==> src/rtl/bscs_pkg.sv <==
// Shared constants, types and helper functions of the bitmap set/clear/scan block.
package bscs_pkg;

   localparam int TOTAL_BITS = 1024;
   localparam int WORD_BITS  = 64;
   localparam int NWORDS     = (TOTAL_BITS + WORD_BITS - 1) / WORD_BITS;
   localparam int WADDR_W    = $clog2(NWORDS);
   localparam int BIT_W      = $clog2(WORD_BITS);
   localparam int KIND_W     = 3;
   localparam int POS_W      = 10;
   localparam int WNUM_W     = 4;
   localparam int LEN_W      = 11;
   localparam int CNT_W      = 11;
   localparam int CNT_MAX    = 2047;
   localparam int LEN_RESET  = 1024;
   localparam int BYTE_W     = 8;
   localparam int NBYTES     = WORD_BITS / BYTE_W;
   localparam int BSEL_W     = $clog2(NBYTES);
   localparam int BCNT_W     = $clog2(BYTE_W + 1);
   localparam int SUM_W      = BIT_W + 1;
   localparam int CSR_DATA_W = 32;
   localparam int CSR_ADDR_W = 2;

   typedef enum logic [KIND_W-1:0] {
      KIND_SET        = 3'd0,
      KIND_CLEAR      = 3'd1,
      KIND_TEST       = 3'd2,
      KIND_COUNT      = 3'd3,
      KIND_LIST_ONES  = 3'd4,
      KIND_LIST_ZEROS = 3'd5
   } kind_type;

   typedef enum logic [2:0] {
      ST_IDLE,
      ST_ACCESS,
      ST_COUNT,
      ST_COUNT_END,
      ST_SCAN_LOAD,
      ST_SCAN
   } state_type;

   // Commands from the controller to the datapath
   typedef struct packed {
      logic load_item;
      logic read_item;
      logic read_count;
      logic count_start;
      logic load_scan;
      logic emit_single;
      logic emit_list;
      logic write;
   } cmd_type;

   // Status from the datapath to the controller
   typedef struct packed {
      logic out_free;
      logic item_error;
      logic scan_empty;
      logic scan_last;
      logic count_at_end;
      logic count_busy;
   } status_type;

   // Clamp the configured length to the storage size
   function automatic logic [LEN_W-1:0] eff_len(input logic [LEN_W-1:0] lb);
      logic [LEN_W-1:0] len;
      len = (lb > LEN_W'(TOTAL_BITS)) ? LEN_W'(TOTAL_BITS) : lb;
      return len;
   endfunction

   // Bits of word w that lie below the logical length
   function automatic logic [WORD_BITS-1:0] word_mask(input logic [LEN_W-1:0] len,
                                                      input logic [WADDR_W-1:0] w);
      logic [LEN_W:0]         base;
      logic [WORD_BITS-1:0]   m;
      base = (LEN_W + 1)'(w) << BIT_W;
      for (int i = 0; i < WORD_BITS; i++) begin
         m[i] = (base + (LEN_W + 1)'(i)) < {1'b0, len};
      end
      return m;
   endfunction

   // Number of ones in one byte
   function automatic logic [BCNT_W-1:0] byte_ones(input logic [BYTE_W-1:0] b);
      logic [BCNT_W-1:0] c;
      c = '0;
      for (int i = 0; i < BYTE_W; i++) begin
         c = c + BCNT_W'(b[i]);
      end
      return c;
   endfunction

   // Index of the lowest set bit: pick the lowest nonzero byte, then the bit in it
   function automatic logic [BIT_W-1:0] lowest_set(input logic [WORD_BITS-1:0] v);
      logic [NBYTES-1:0]         nz;
      logic [BSEL_W-1:0]         bsel;
      logic [BYTE_W-1:0]         byt;
      logic [BIT_W-BSEL_W-1:0]   bsub;
      for (int i = 0; i < NBYTES; i++) begin
         nz[i] = |v[i*BYTE_W +: BYTE_W];
      end
      bsel = '0;
      for (int i = NBYTES - 1; i >= 0; i--) begin
         if (nz[i]) bsel = BSEL_W'(i);
      end
      byt = v[bsel*BYTE_W +: BYTE_W];
      bsub = '0;
      for (int i = BYTE_W - 1; i >= 0; i--) begin
         if (byt[i]) bsub = (BIT_W - BSEL_W)'(i);
      end
      return {bsel, bsub};
   endfunction

endpackage

==> src/rtl/bscs_if.sv <==
// Request and response channel interfaces of the bitmap set/clear/scan block.
interface bscs_req_if import bscs_pkg::*; ();
   logic               valid;
   logic               ready;
   logic [KIND_W-1:0]  kind;
   logic [POS_W-1:0]   bit_position;
   logic [WNUM_W-1:0]  word_number;

   modport source (output valid, output kind, output bit_position, output word_number,
                   input ready);
   modport sink   (input valid, input kind, input bit_position, input word_number,
                   output ready);
endinterface

interface bscs_rsp_if import bscs_pkg::*; ();
   logic               valid;
   logic               ready;
   logic [POS_W-1:0]   found_index;
   logic               bit_value;
   logic [CNT_W-1:0]   ones_total;
   logic               empty_res;
   logic               error;
   logic               last;

   modport source (output valid, output found_index, output bit_value, output ones_total,
                   output empty_res, output error, output last, input ready);
   modport sink   (input valid, input found_index, input bit_value, input ones_total,
                   input empty_res, input error, input last, output ready);
endinterface

==> src/rtl/bitmap_set_clear_scan_core.sv <==
// Top level of the bitmap set/clear/scan block: register port, controller and datapath.
//
// A 1024-bit bitmap held as sixteen 64-bit words, all zero after reset.
// Requests arrive on req_ch (valid/ready); each carries a kind, a bit position
// and a word number. Results leave on rsp_ch through one output register, and
// last marks the final result of each request.
// Set, clear and test: one word read from the word memory, written back modified
// for set and clear; the result is loaded into the output register when it is free,
// and a request is taken only after its result has been loaded.
// Count: the sixteen words are read one per cycle into a two-stage popcount
// pipeline; the total is loaded once it is drained and the output register is free.
// List ones / list zeros: the word is read, then masked into the scan residue, then
// one result per cycle comes from the lowest-set-bit search, unless rsp_ch stalls.
// A new request is taken only between requests; a stalled rsp_ch holds the
// result register and stalls the sequence, without losing any result.
// Reset (synchronous) clears the per-word valid bits, so the bitmap reads as
// zero at once with no clearing pass; logical_bits returns to 1024.
// The logical_bits register sits at APB address 0 (aliased at all addresses); the user
// writes it only while no request is in progress, which the block does not enforce.
module bitmap_set_clear_scan_core import bscs_pkg::*; (
   input  logic                  clock,
   input  logic                  reset,
   bscs_req_if.sink              req_ch,
   bscs_rsp_if.source            rsp_ch,
   input  logic                  csr_psel,
   input  logic                  csr_penable,
   input  logic                  csr_pwrite,
   input  logic [CSR_ADDR_W-1:0] csr_paddr,
   input  logic [CSR_DATA_W-1:0] csr_pwdata,
   output logic [CSR_DATA_W-1:0] csr_prdata,
   output logic                  csr_pready
);

   logic [LEN_W-1:0] logical_bits_ff;
   cmd_type          cmd;
   status_type       status;
   logic             csr_write;

   // Configuration register
   assign csr_pready = 1'b1;
   assign csr_write  = csr_psel && csr_penable && csr_pwrite && csr_pready;

   always_ff @(posedge clock) begin
      if (reset) begin
         logical_bits_ff <= LEN_W'(LEN_RESET);
      end else if (csr_write) begin
         logical_bits_ff <= csr_pwdata[LEN_W-1:0];
      end
   end

   // Single register: every address reads it back
   assign csr_prdata = (csr_paddr == '0 || csr_paddr != '0) ?
                       CSR_DATA_W'(logical_bits_ff) : '0;

   bscs_ctrl u_ctrl (
      .clock     (clock),
      .reset     (reset),
      .req_valid (req_ch.valid),
      .req_kind  (req_ch.kind),
      .req_ready (req_ch.ready),
      .status    (status),
      .cmd       (cmd)
   );

   bscs_datapath u_datapath (
      .clock            (clock),
      .reset            (reset),
      .cmd              (cmd),
      .status           (status),
      .req_kind         (req_ch.kind),
      .req_bit_position (req_ch.bit_position),
      .req_word_number  (req_ch.word_number),
      .logical_bits     (logical_bits_ff),
      .rsp_ch           (rsp_ch)
   );

`ifndef NO_ASSERTIONS
   // A result is loaded only when the output register can take it
   a_emit_free: assert property (@(posedge clock) disable iff (reset)
      (cmd.emit_single || cmd.emit_list) |-> status.out_free)
      else $error("result loaded into a full output register");

   // Single and list results are never loaded together
   a_emit_one: assert property (@(posedge clock) disable iff (reset)
      !(cmd.emit_single && cmd.emit_list))
      else $error("two result sources at once");

   // After a request is taken the block is busy with it
   a_busy_after_accept: assert property (@(posedge clock) disable iff (reset)
      (req_ch.valid && req_ch.ready) |=> !req_ch.ready)
      else $error("request taken while another is in progress");

   // Error and empty results always end their request
   a_single_last: assert property (@(posedge clock) disable iff (reset)
      (rsp_ch.valid && (rsp_ch.error || rsp_ch.empty_res)) |-> rsp_ch.last)
      else $error("error or empty result without last");
`endif

endmodule

==> src/rtl/bscs_ctrl.sv <==
// Sequencing state machine of the bitmap set/clear/scan block.
module bscs_ctrl import bscs_pkg::*; (
   input  logic              clock,
   input  logic              reset,
   input  logic              req_valid,
   input  logic [KIND_W-1:0] req_kind,
   output logic              req_ready,
   input  status_type        status,
   output cmd_type           cmd
);

   state_type state_ff;
   state_type state_in;

   // State register
   always_ff @(posedge clock) begin
      if (reset) begin
         state_ff <= ST_IDLE;
      end else begin
         state_ff <= state_in;
      end
   end

   // Next state
   always_comb begin
      state_in = state_ff;
      unique case (state_ff)
         ST_IDLE: begin
            if (req_valid) begin
               case (req_kind) inside
                  KIND_COUNT:                      state_in = ST_COUNT;
                  KIND_LIST_ONES, KIND_LIST_ZEROS: state_in = ST_SCAN_LOAD;
                  default:                         state_in = ST_ACCESS;
               endcase
            end
         end
         ST_ACCESS: begin
            if (status.out_free) state_in = ST_IDLE;
         end
         ST_COUNT: begin
            if (status.count_at_end) state_in = ST_COUNT_END;
         end
         ST_COUNT_END: begin
            if (!status.count_busy && status.out_free) state_in = ST_IDLE;
         end
         ST_SCAN_LOAD: begin
            state_in = ST_SCAN;
         end
         ST_SCAN: begin
            if (status.out_free &&
                (status.item_error || status.scan_empty || status.scan_last)) begin
               state_in = ST_IDLE;
            end
         end
         default: state_in = ST_IDLE;
      endcase
   end

   // Commands
   always_comb begin
      cmd       = '0;
      req_ready = 1'b0;
      unique case (state_ff)
         ST_IDLE: begin
            req_ready = 1'b1;
            if (req_valid) begin
               cmd.load_item   = 1'b1;
               cmd.read_item   = 1'b1;
               cmd.count_start = (req_kind == KIND_COUNT);
            end
         end
         ST_ACCESS: begin
            if (status.out_free) begin
               cmd.emit_single = 1'b1;
               cmd.write       = 1'b1;
            end
         end
         ST_COUNT: begin
            cmd.read_count = 1'b1;
         end
         ST_COUNT_END: begin
            cmd.emit_single = !status.count_busy && status.out_free;
         end
         ST_SCAN_LOAD: begin
            cmd.load_scan = 1'b1;
         end
         ST_SCAN: begin
            if (status.out_free) begin
               if (status.item_error || status.scan_empty) begin
                  cmd.emit_single = 1'b1;
               end else begin
                  cmd.emit_list = 1'b1;
               end
            end
         end
         default: begin
            cmd = '0;
         end
      endcase
   end

endmodule

==> src/rtl/bscs_datapath.sv <==
// Word storage, count pipeline, scan residue and result register of the bitmap block.
module bscs_datapath import bscs_pkg::*; (
   input  logic              clock,
   input  logic              reset,
   input  cmd_type           cmd,
   output status_type        status,
   input  logic [KIND_W-1:0] req_kind,
   input  logic [POS_W-1:0]  req_bit_position,
   input  logic [WNUM_W-1:0] req_word_number,
   input  logic [LEN_W-1:0]  logical_bits,
   bscs_rsp_if.source        rsp_ch
);

   // Item registers
   logic [KIND_W-1:0]    kind_ff;
   logic [POS_W-1:0]     pos_ff;
   logic [WNUM_W-1:0]    wn_ff;

   // Word memory with per-word valid bits
   logic [WORD_BITS-1:0] mem_ff [NWORDS];
   logic [NWORDS-1:0]    word_valid_ff;
   logic [WORD_BITS-1:0] rd_data_ff;
   logic                 rd_valid_ff;
   logic [WADDR_W-1:0]   rd_idx_ff;
   logic [WADDR_W-1:0]   rd_addr;
   logic                 rd_en;
   logic [WORD_BITS-1:0] word;

   // Count pipeline
   logic [WADDR_W-1:0]   cnt_addr_ff;
   logic                 pend0_ff;
   logic                 pend1_ff;
   logic [BCNT_W-1:0]    bc_ff [NBYTES];
   logic [CNT_W-1:0]     acc_ff;
   logic [SUM_W-1:0]     bsum;
   logic [CNT_W:0]       acc_sum;
   logic [WORD_BITS-1:0] cnt_word;

   // Scan
   logic [WORD_BITS-1:0] residue_ff;
   logic [WORD_BITS-1:0] residue_in;
   logic [BIT_W-1:0]     low_idx;

   // Result register
   logic                 rsp_valid_ff;
   logic [POS_W-1:0]     found_ff;
   logic                 bitv_ff;
   logic [CNT_W-1:0]     total_ff;
   logic                 empty_ff;
   logic                 err_ff;
   logic                 last_ff;

   logic [LEN_W-1:0]     len;
   logic                 pos_err;
   logic                 wn_err;
   logic                 item_error;
   logic [WADDR_W-1:0]   pos_word;
   logic [WORD_BITS-1:0] pos_onehot;
   logic                 wr_en;
   logic [WORD_BITS-1:0] wr_data;

   // Single-result fields
   logic                 s_bitv;
   logic [CNT_W-1:0]     s_total;
   logic                 s_empty;
   logic                 s_err;

   assign len        = eff_len(logical_bits);
   assign pos_word   = pos_ff[POS_W-1:BIT_W];
   assign pos_onehot = WORD_BITS'(1) << pos_ff[BIT_W-1:0];
   assign pos_err    = (LEN_W'(pos_ff) >= len);
   assign wn_err     = ((LEN_W'(wn_ff) << BIT_W) >= len);
   assign word       = rd_valid_ff ? rd_data_ff : '0;

   // Capture the item
   always_ff @(posedge clock) begin
      if (cmd.load_item) begin
         kind_ff <= req_kind;
         pos_ff  <= req_bit_position;
         wn_ff   <= req_word_number;
      end
   end

   // Select the read address
   always_comb begin
      rd_en = cmd.read_item || cmd.read_count;
      if (cmd.read_item) begin
         if (req_kind == KIND_LIST_ONES || req_kind == KIND_LIST_ZEROS) begin
            rd_addr = WADDR_W'(req_word_number);
         end else begin
            rd_addr = req_bit_position[POS_W-1:BIT_W];
         end
      end else begin
         rd_addr = cnt_addr_ff;
      end
   end

   // Read-modify-write of one bit
   assign wr_en   = cmd.write && !pos_err &&
                    (kind_ff == KIND_SET || kind_ff == KIND_CLEAR);
   assign wr_data = (kind_ff == KIND_SET) ? (word | pos_onehot) : (word & ~pos_onehot);

   // Memory array
   always_ff @(posedge clock) begin
      if (wr_en) begin
         mem_ff[pos_word] <= wr_data;
      end
      if (rd_en) begin
         rd_data_ff <= mem_ff[rd_addr];
         rd_idx_ff  <= rd_addr;
      end
   end

   // Valid bits stand for the all-zero reset of the words
   always_ff @(posedge clock) begin
      if (reset) begin
         word_valid_ff <= '0;
         rd_valid_ff   <= 1'b0;
      end else begin
         if (wr_en) word_valid_ff[pos_word] <= 1'b1;
         if (rd_en) rd_valid_ff <= word_valid_ff[rd_addr];
      end
   end

   // Advance the count address and pipeline flags
   always_ff @(posedge clock) begin
      if (reset) begin
         cnt_addr_ff <= '0;
         pend0_ff    <= 1'b0;
         pend1_ff    <= 1'b0;
      end else begin
         if (cmd.count_start) begin
            cnt_addr_ff <= '0;
         end else if (cmd.read_count) begin
            cnt_addr_ff <= cnt_addr_ff + WADDR_W'(1);
         end
         pend0_ff <= cmd.read_count;
         pend1_ff <= pend0_ff;
      end
   end

   // Per-byte popcount of the masked word
   assign cnt_word = word & word_mask(len, rd_idx_ff);

   always_ff @(posedge clock) begin
      if (pend0_ff) begin
         for (int i = 0; i < NBYTES; i++) begin
            bc_ff[i] <= byte_ones(cnt_word[i*BYTE_W +: BYTE_W]);
         end
      end
   end

   // Sum the byte counts into the saturating total
   always_comb begin
      bsum = '0;
      for (int i = 0; i < NBYTES; i++) begin
         bsum = bsum + SUM_W'(bc_ff[i]);
      end
      acc_sum = {1'b0, acc_ff} + (CNT_W + 1)'(bsum);
   end

   always_ff @(posedge clock) begin
      if (reset) begin
         acc_ff <= '0;
      end else if (cmd.count_start) begin
         acc_ff <= '0;
      end else if (pend1_ff) begin
         acc_ff <= (acc_sum > (CNT_W + 1)'(CNT_MAX)) ? CNT_W'(CNT_MAX) : acc_sum[CNT_W-1:0];
      end
   end

   // Scan residue: load masked word, drop the lowest bit per listed index
   assign low_idx    = lowest_set(residue_ff);
   assign residue_in = residue_ff & ~(WORD_BITS'(1) << low_idx);

   always_ff @(posedge clock) begin
      if (reset) begin
         residue_ff <= '0;
      end else if (cmd.load_scan) begin
         residue_ff <= ((kind_ff == KIND_LIST_ONES) ? word : ~word) &
                       word_mask(len, WADDR_W'(wn_ff));
      end else if (cmd.emit_list) begin
         residue_ff <= residue_in;
      end
   end

   // Form the single-result fields
   always_comb begin
      s_bitv     = 1'b0;
      s_total    = '0;
      s_empty    = 1'b0;
      s_err      = 1'b0;
      item_error = 1'b0;
      case (kind_ff) inside
         KIND_SET, KIND_CLEAR: begin
            s_err      = pos_err;
            item_error = pos_err;
         end
         KIND_TEST: begin
            s_err      = pos_err;
            item_error = pos_err;
            s_bitv     = !pos_err && word[pos_ff[BIT_W-1:0]];
         end
         KIND_COUNT: begin
            s_total = acc_ff;
         end
         KIND_LIST_ONES, KIND_LIST_ZEROS: begin
            s_err      = wn_err;
            item_error = wn_err;
            s_empty    = !wn_err;
         end
         default: begin
            s_err      = 1'b1;
            item_error = 1'b1;
         end
      endcase
   end

   // Result register
   always_ff @(posedge clock) begin
      if (reset) begin
         rsp_valid_ff <= 1'b0;
      end else if (cmd.emit_single || cmd.emit_list) begin
         rsp_valid_ff <= 1'b1;
      end else if (rsp_ch.ready) begin
         rsp_valid_ff <= 1'b0;
      end
   end

   always_ff @(posedge clock) begin
      if (cmd.emit_single) begin
         found_ff <= '0;
         bitv_ff  <= s_bitv;
         total_ff <= s_total;
         empty_ff <= s_empty;
         err_ff   <= s_err;
         last_ff  <= 1'b1;
      end else if (cmd.emit_list) begin
         found_ff <= {wn_ff, low_idx};
         bitv_ff  <= 1'b0;
         total_ff <= '0;
         empty_ff <= 1'b0;
         err_ff   <= 1'b0;
         last_ff  <= (residue_in == '0);
      end
   end

   assign rsp_ch.valid       = rsp_valid_ff;
   assign rsp_ch.found_index = found_ff;
   assign rsp_ch.bit_value   = bitv_ff;
   assign rsp_ch.ones_total  = total_ff;
   assign rsp_ch.empty_res   = empty_ff;
   assign rsp_ch.error       = err_ff;
   assign rsp_ch.last        = last_ff;

   // Status back to the controller
   assign status.out_free     = !rsp_valid_ff || rsp_ch.ready;
   assign status.item_error   = item_error;
   assign status.scan_empty   = (residue_ff == '0);
   assign status.scan_last    = (residue_in == '0);
   assign status.count_at_end = (cnt_addr_ff == WADDR_W'(NWORDS - 1));
   assign status.count_busy   = pend0_ff || pend1_ff;

endmodule
==> src/flat_wrapper.sv <==
// flat-port wrapper written by rule: the top's interface ports become plain ports
module bitmap_set_clear_scan_core_flat import bscs_pkg::*;
  (clock, reset, csr_psel, csr_penable, csr_pwrite, csr_paddr, csr_pwdata, csr_prdata, csr_pready, req_ch_valid, req_ch_kind, req_ch_bit_position, req_ch_word_number, req_ch_ready, rsp_ch_valid, rsp_ch_found_index, rsp_ch_bit_value, rsp_ch_ones_total, rsp_ch_empty_res, rsp_ch_error, rsp_ch_last, rsp_ch_ready);
  bscs_req_if req_ch_i ();
  bscs_rsp_if rsp_ch_i ();
  input  logic clock;
  input  logic reset;
  input  logic csr_psel;
  input  logic csr_penable;
  input  logic csr_pwrite;
  input  logic [CSR_ADDR_W-1:0] csr_paddr;
  input  logic [CSR_DATA_W-1:0] csr_pwdata;
  output logic [CSR_DATA_W-1:0] csr_prdata;
  output logic csr_pready;
  input wire logic [$bits(req_ch_i.valid)-1:0] req_ch_valid;
  input wire logic [$bits(req_ch_i.kind)-1:0] req_ch_kind;
  input wire logic [$bits(req_ch_i.bit_position)-1:0] req_ch_bit_position;
  input wire logic [$bits(req_ch_i.word_number)-1:0] req_ch_word_number;
  output wire logic [$bits(req_ch_i.ready)-1:0] req_ch_ready;
  output wire logic [$bits(rsp_ch_i.valid)-1:0] rsp_ch_valid;
  output wire logic [$bits(rsp_ch_i.found_index)-1:0] rsp_ch_found_index;
  output wire logic [$bits(rsp_ch_i.bit_value)-1:0] rsp_ch_bit_value;
  output wire logic [$bits(rsp_ch_i.ones_total)-1:0] rsp_ch_ones_total;
  output wire logic [$bits(rsp_ch_i.empty_res)-1:0] rsp_ch_empty_res;
  output wire logic [$bits(rsp_ch_i.error)-1:0] rsp_ch_error;
  output wire logic [$bits(rsp_ch_i.last)-1:0] rsp_ch_last;
  input wire logic [$bits(rsp_ch_i.ready)-1:0] rsp_ch_ready;
  assign req_ch_i.valid = req_ch_valid;
  assign req_ch_i.kind = req_ch_kind;
  assign req_ch_i.bit_position = req_ch_bit_position;
  assign req_ch_i.word_number = req_ch_word_number;
  assign req_ch_ready = req_ch_i.ready;
  assign rsp_ch_valid = rsp_ch_i.valid;
  assign rsp_ch_found_index = rsp_ch_i.found_index;
  assign rsp_ch_bit_value = rsp_ch_i.bit_value;
  assign rsp_ch_ones_total = rsp_ch_i.ones_total;
  assign rsp_ch_empty_res = rsp_ch_i.empty_res;
  assign rsp_ch_error = rsp_ch_i.error;
  assign rsp_ch_last = rsp_ch_i.last;
  assign rsp_ch_i.ready = rsp_ch_ready;
  bitmap_set_clear_scan_core u_core (.clock(clock), .reset(reset), .req_ch(req_ch_i), .rsp_ch(rsp_ch_i), .csr_psel(csr_psel), .csr_penable(csr_penable), .csr_pwrite(csr_pwrite), .csr_paddr(csr_paddr), .csr_pwdata(csr_pwdata), .csr_prdata(csr_prdata), .csr_pready(csr_pready));
endmodule
==> config.mk <==
export PLATFORM = sky130hd
export DESIGN_NAME = bitmap_set_clear_scan_core_flat
export DESIGN_NICKNAME = d
export VERILOG_FILES = /design/src/rtl/bscs_pkg.sv /design/src/rtl/bscs_if.sv /design/src/rtl/bitmap_set_clear_scan_core.sv /design/src/rtl/bscs_ctrl.sv /design/src/rtl/bscs_datapath.sv /design/src/flat_wrapper.sv
export SDC_FILE = /design/constraint.sdc
export NUM_CORES = 2
export LEC_CHECK = 0
export BUFFER_PORTS_ARGS = -buffer_cell sky130_fd_sc_hd__buf_2
export CORE_MARGIN = 3
export CORE_UTILIZATION = 55
export DETAILED_ROUTE_END_ITERATION = 7
export GPL_TIMING_DRIVEN = 0
export MAX_ROUTING_LAYER = met4
export PLACE_DENSITY = 0.71
export SLEW_MARGIN = 15
export SYNTH_ARGS = -nofsm -noshare
export SYNTH_HDL_FRONTEND = slang
export SYNTH_SLANG_ARGS = --single-unit
==> constraint.sdc <==
create_clock -name clock -period 25.3 [get_ports clock]
set_input_delay 6.325 -clock clock [delete_from_list [all_inputs] [get_ports clock]]
set_output_delay 6.325 -clock clock [all_outputs]
set_load 0.005 [all_outputs]
==> flow_metrics.env <==
export IMPL_outcome="completed"
export IMPL_die_area_sq_um=106000
export IMPL_max_stage_delay_ns=0.92
export IMPL_vdd_drop_max_v=0.0000670
export IMPL_syn_avg_cell_area_sq_um=15.3
export IMPL_die_width_microns=326
export IMPL_setup_viol=0
export IMPL_portBuffers=71
export IMPL_coreArea_sq_um=101000
export IMPL_nFillCells=7205
export IMPL_hold_class="reg -> reg"
export IMPL_async_reset_ff_share_pct=0
export IMPL_grt_overflow_total=0
export IMPL_synthTopCellsByArea="edfxtp_1, mux4_2, dfxtp_1"
export IMPL_routed_wl_mm=171
export IMPL_fin_cells=5486
export IMPL_drv_cap=0
export IMPL_start_util_pct=55.8
export IMPL_drtAntennaViolNets=0
export IMPL_synth_main_ff_cell="edfxtp_1"
export IMPL_yosysUniqueCellTypes=88
export IMPL_drt_iter0_drc=4887
export IMPL_hold_slack_ns=0.452
export IMPL_finalCoreUtilization_pct=63.8
export IMPL_synth_area_sq_um=56200
export IMPL_htree_levels=4
export IMPL_switchingPower_mw=1.96
export IMPL_start_kind="input pin"
export IMPL_p_clk_share_pct=31.8
export IMPL_placedCellCount=5242
export IMPL_synth_edf_count=1155
export IMPL_final_cell_mix="edfxtp_1, nand2_1, mux4_2"
export IMPL_rows=116
export IMPL_synth_top_area_share_pct=61.7
export IMPL_end_kind="register"
export IMPL_grt_first_pass_wirelength_mm=246
export IMPL_syn2layout_area_growth_pct=14.3
export IMPL_cts_sinks=1279
export IMPL_dp_hpwl_mm=120
export IMPL_ctsHoldBuffers=0
export IMPL_max_freq_ghz=0.0856
export IMPL_post_cts_setup_buffers=0
export IMPL_cts_buffers=131
export IMPL_synth_warning_count=0
export IMPL_routedWlPerCell_microns=31.2
export IMPL_total_power_mw=5.94
export IMPL_antenna_found_initial=5
export IMPL_powerDensity_nw_per_um2=92.4
export IMPL_tns_ns=0
export IMPL_synthCells=3682
export IMPL_final_cell_area_sq_um=64300
export IMPL_io_pins=118
export IMPL_drt_pass1_iterations=6
export IMPL_via_per_inst=6.57
export IMPL_grt_max_degree=37
export IMPL_cts_tree="built"
export IMPL_hold_viol_final=0
export IMPL_worst_slew_margin_rel_pct=10.5
export IMPL_fin_crit_ns=11.68
export IMPL_p_int_mw=3.98
export IMPL_vias=36000
export IMPL_power_frac_comb_pct=26.3
export IMPL_slew_viol_final=0
export IMPL_dpl_cell_area_sq_um=60000
export IMPL_criticalPathCategory="in -> reg"
export IMPL_slowest_stage="clkbuf_1"
export IMPL_synth_area_leader_cell="edfxtp_1"
export IMPL_final_common_cell="edfxtp_1"
export IMPL_fin_ws_ns=13.62
export IMPL_path_max_fanout=22
export IMPL_clockBufferDepth=3
export IMPL_nets=4193
export IMPL_routabilityCongestion=1.01
export IMPL_seq_area_frac_synth_pct=66.1
export IMPL_clock_latency_ns=0.77
export IMPL_switching_share_pct=33.0
export IMPL_cp_required_ns=25.74
export IMPL_skew_ns=0.0450
export IMPL_dp_slack_ns=12.85
export IMPL_synth_seq_cells=1279
export IMPL_seqPwrFrac_pct=42.0
export IMPL_cts_root_buffer="clkbuf_16"
export IMPL_p_leak_nw=21.7
export IMPL_drcViolationCount=0
export IMPL_grt_setup_unrepaired="false"
export IMPL_clkTransAtPathRegs_ns=0.06
export IMPL_period_share_pct=46.2
export IMPL_post_cts_resize_count=0
export IMPL_drive_above_1_share_pct=18.5
export IMPL_cp_cell_sequence="buf_2 > nor2b_1 > nand2_1 > inv_1 > nor2_1 > a31oi_1 > clkbuf_2 > buf_16 > clkbuf_1 > buf_1 > buf_1 > mux4_2 > nand2_1 > a31oi_1"
export IMPL_grtUsageTotal_pct=33.3
export IMPL_worst_slew_pin_slew_ns=1.33
export IMPL_cp_arrival_ns=12.12
export IMPL_grt_pass1_vias=35500
export IMPL_fp_dieH_microns=326
## power by group through the flow
stage	Sequential (mW)	Combinational, mW	Clock (mW)
detailed placement	2.53	1.52	0
global route	2.49	1.64	1.99
floorplan	2.48	0.992	0
finish	2.49	1.56	1.89
global placement	2.54	1.52	0
CTS	2.48	1.53	1.90
## final cells by class
cell class | count | area (sq um) | share of cell area [%]
Sequential cell | 1279 | 37200 | 57.8
Tap cell | 1357 | 1700 | 2.64
Inverter | 74 | 278 | 0.432
Antenna cell | 4 | 10.0 | 0.0156
Timing Repair Buffer | 183 | 1800 | 2.80
Clock inverter | 78 | 713 | 1.11
Clock buffer | 162 | 3490 | 5.43
Buffer | 224 | 966 | 1.50
Multi-Input combinational cell | 2125 | 18100 | 28.2
## worst paths after layout
check                                     startpoint                                       to  slack, ns  depth (start not counted)
max reg2reg              u_core.u_datapath.pos_ff[0]       u_core.u_datapath.rsp_ch.empty_res      17.92                         19
min reg2reg  u_core.u_datapath.rsp_ch.found_index[9]  u_core.u_datapath.rsp_ch.found_index[9]       0.45                          2
max                                     req_ch_valid         u_core.u_datapath.rd_data_ff[52]      13.62                         14
min          u_core.u_datapath.rsp_ch.found_index[9]  u_core.u_datapath.rsp_ch.found_index[9]       0.45                          2
## registers in the layout, summed over array words and instances, names as in the netlist, 3 cells and up
register                              cells
u_core.logical_bits_ff                   11
u_core.u_ctrl.state_ff                    3
u_core.u_datapath.acc_ff                 11
u_core.u_datapath.bc_ff                  32
u_core.u_datapath.cnt_addr_ff             4
u_core.u_datapath.kind_ff                 3
u_core.u_datapath.mem_ff               1024
u_core.u_datapath.pos_ff                 10
u_core.u_datapath.rd_data_ff             64
u_core.u_datapath.rd_idx_ff               4
u_core.u_datapath.residue_ff             64
u_core.u_datapath.rsp_ch.found_index     10
u_core.u_datapath.rsp_ch.ones_total      11
u_core.u_datapath.wn_ff                   4
u_core.u_datapath.word_valid_ff          16
## Yosys cell counts (26+ instances only)
library cell	n
a211oi_1	51
a21oi_1	138
a31oi_1	74
and3_1	84
buf_1	42
buf_4	26
clkbuf_1	152
dfxtp_1	124
edfxtp_1	1155
fa_1	59
ha_1	58
inv_1	74
mux2i_1	29
mux4_2	274
nand2_1	517
nand3_1	72
nor2_1	144
nor3_1	34
o211ai_1	104
o21ai_0	85
xor2_1	69
## cell families after synthesis
| logic type | share of synthesized area, % |
|---|---|
| adder cells (fa/ha/maj) | 3.39 |
| AND/OR/NAND/NOR | 8.00 |
| other | 0.0134 |
| multiplexers | 11.5 |
| flip-flops | 66.1 |
| XOR/XNOR | 1.23 |
| AO/OA/AOI/OAI | 7.53 |
| buffers and inverters | 2.19 |
## worst max-delay path: cells and delay by family
kind            cells  cell delay [ns]
buf+inv             7             3.98
simple gates        4             0.55
mux                 1             0.64
compound gates      2             0.54
## layer usage
metal | up-vias | wire length (microns) | track usage, %
met1 | 18300 | 65300 | 43.5
met3 | 477 | 16400 | 7.16
li1 | 15100 | - | -
met4 | 0 | 8150 | 13.8
met2 | 2162 | 81300 | 51.2
met5 | - | 0 | -
Note: power is estimated with default switching activity, not from simulation.
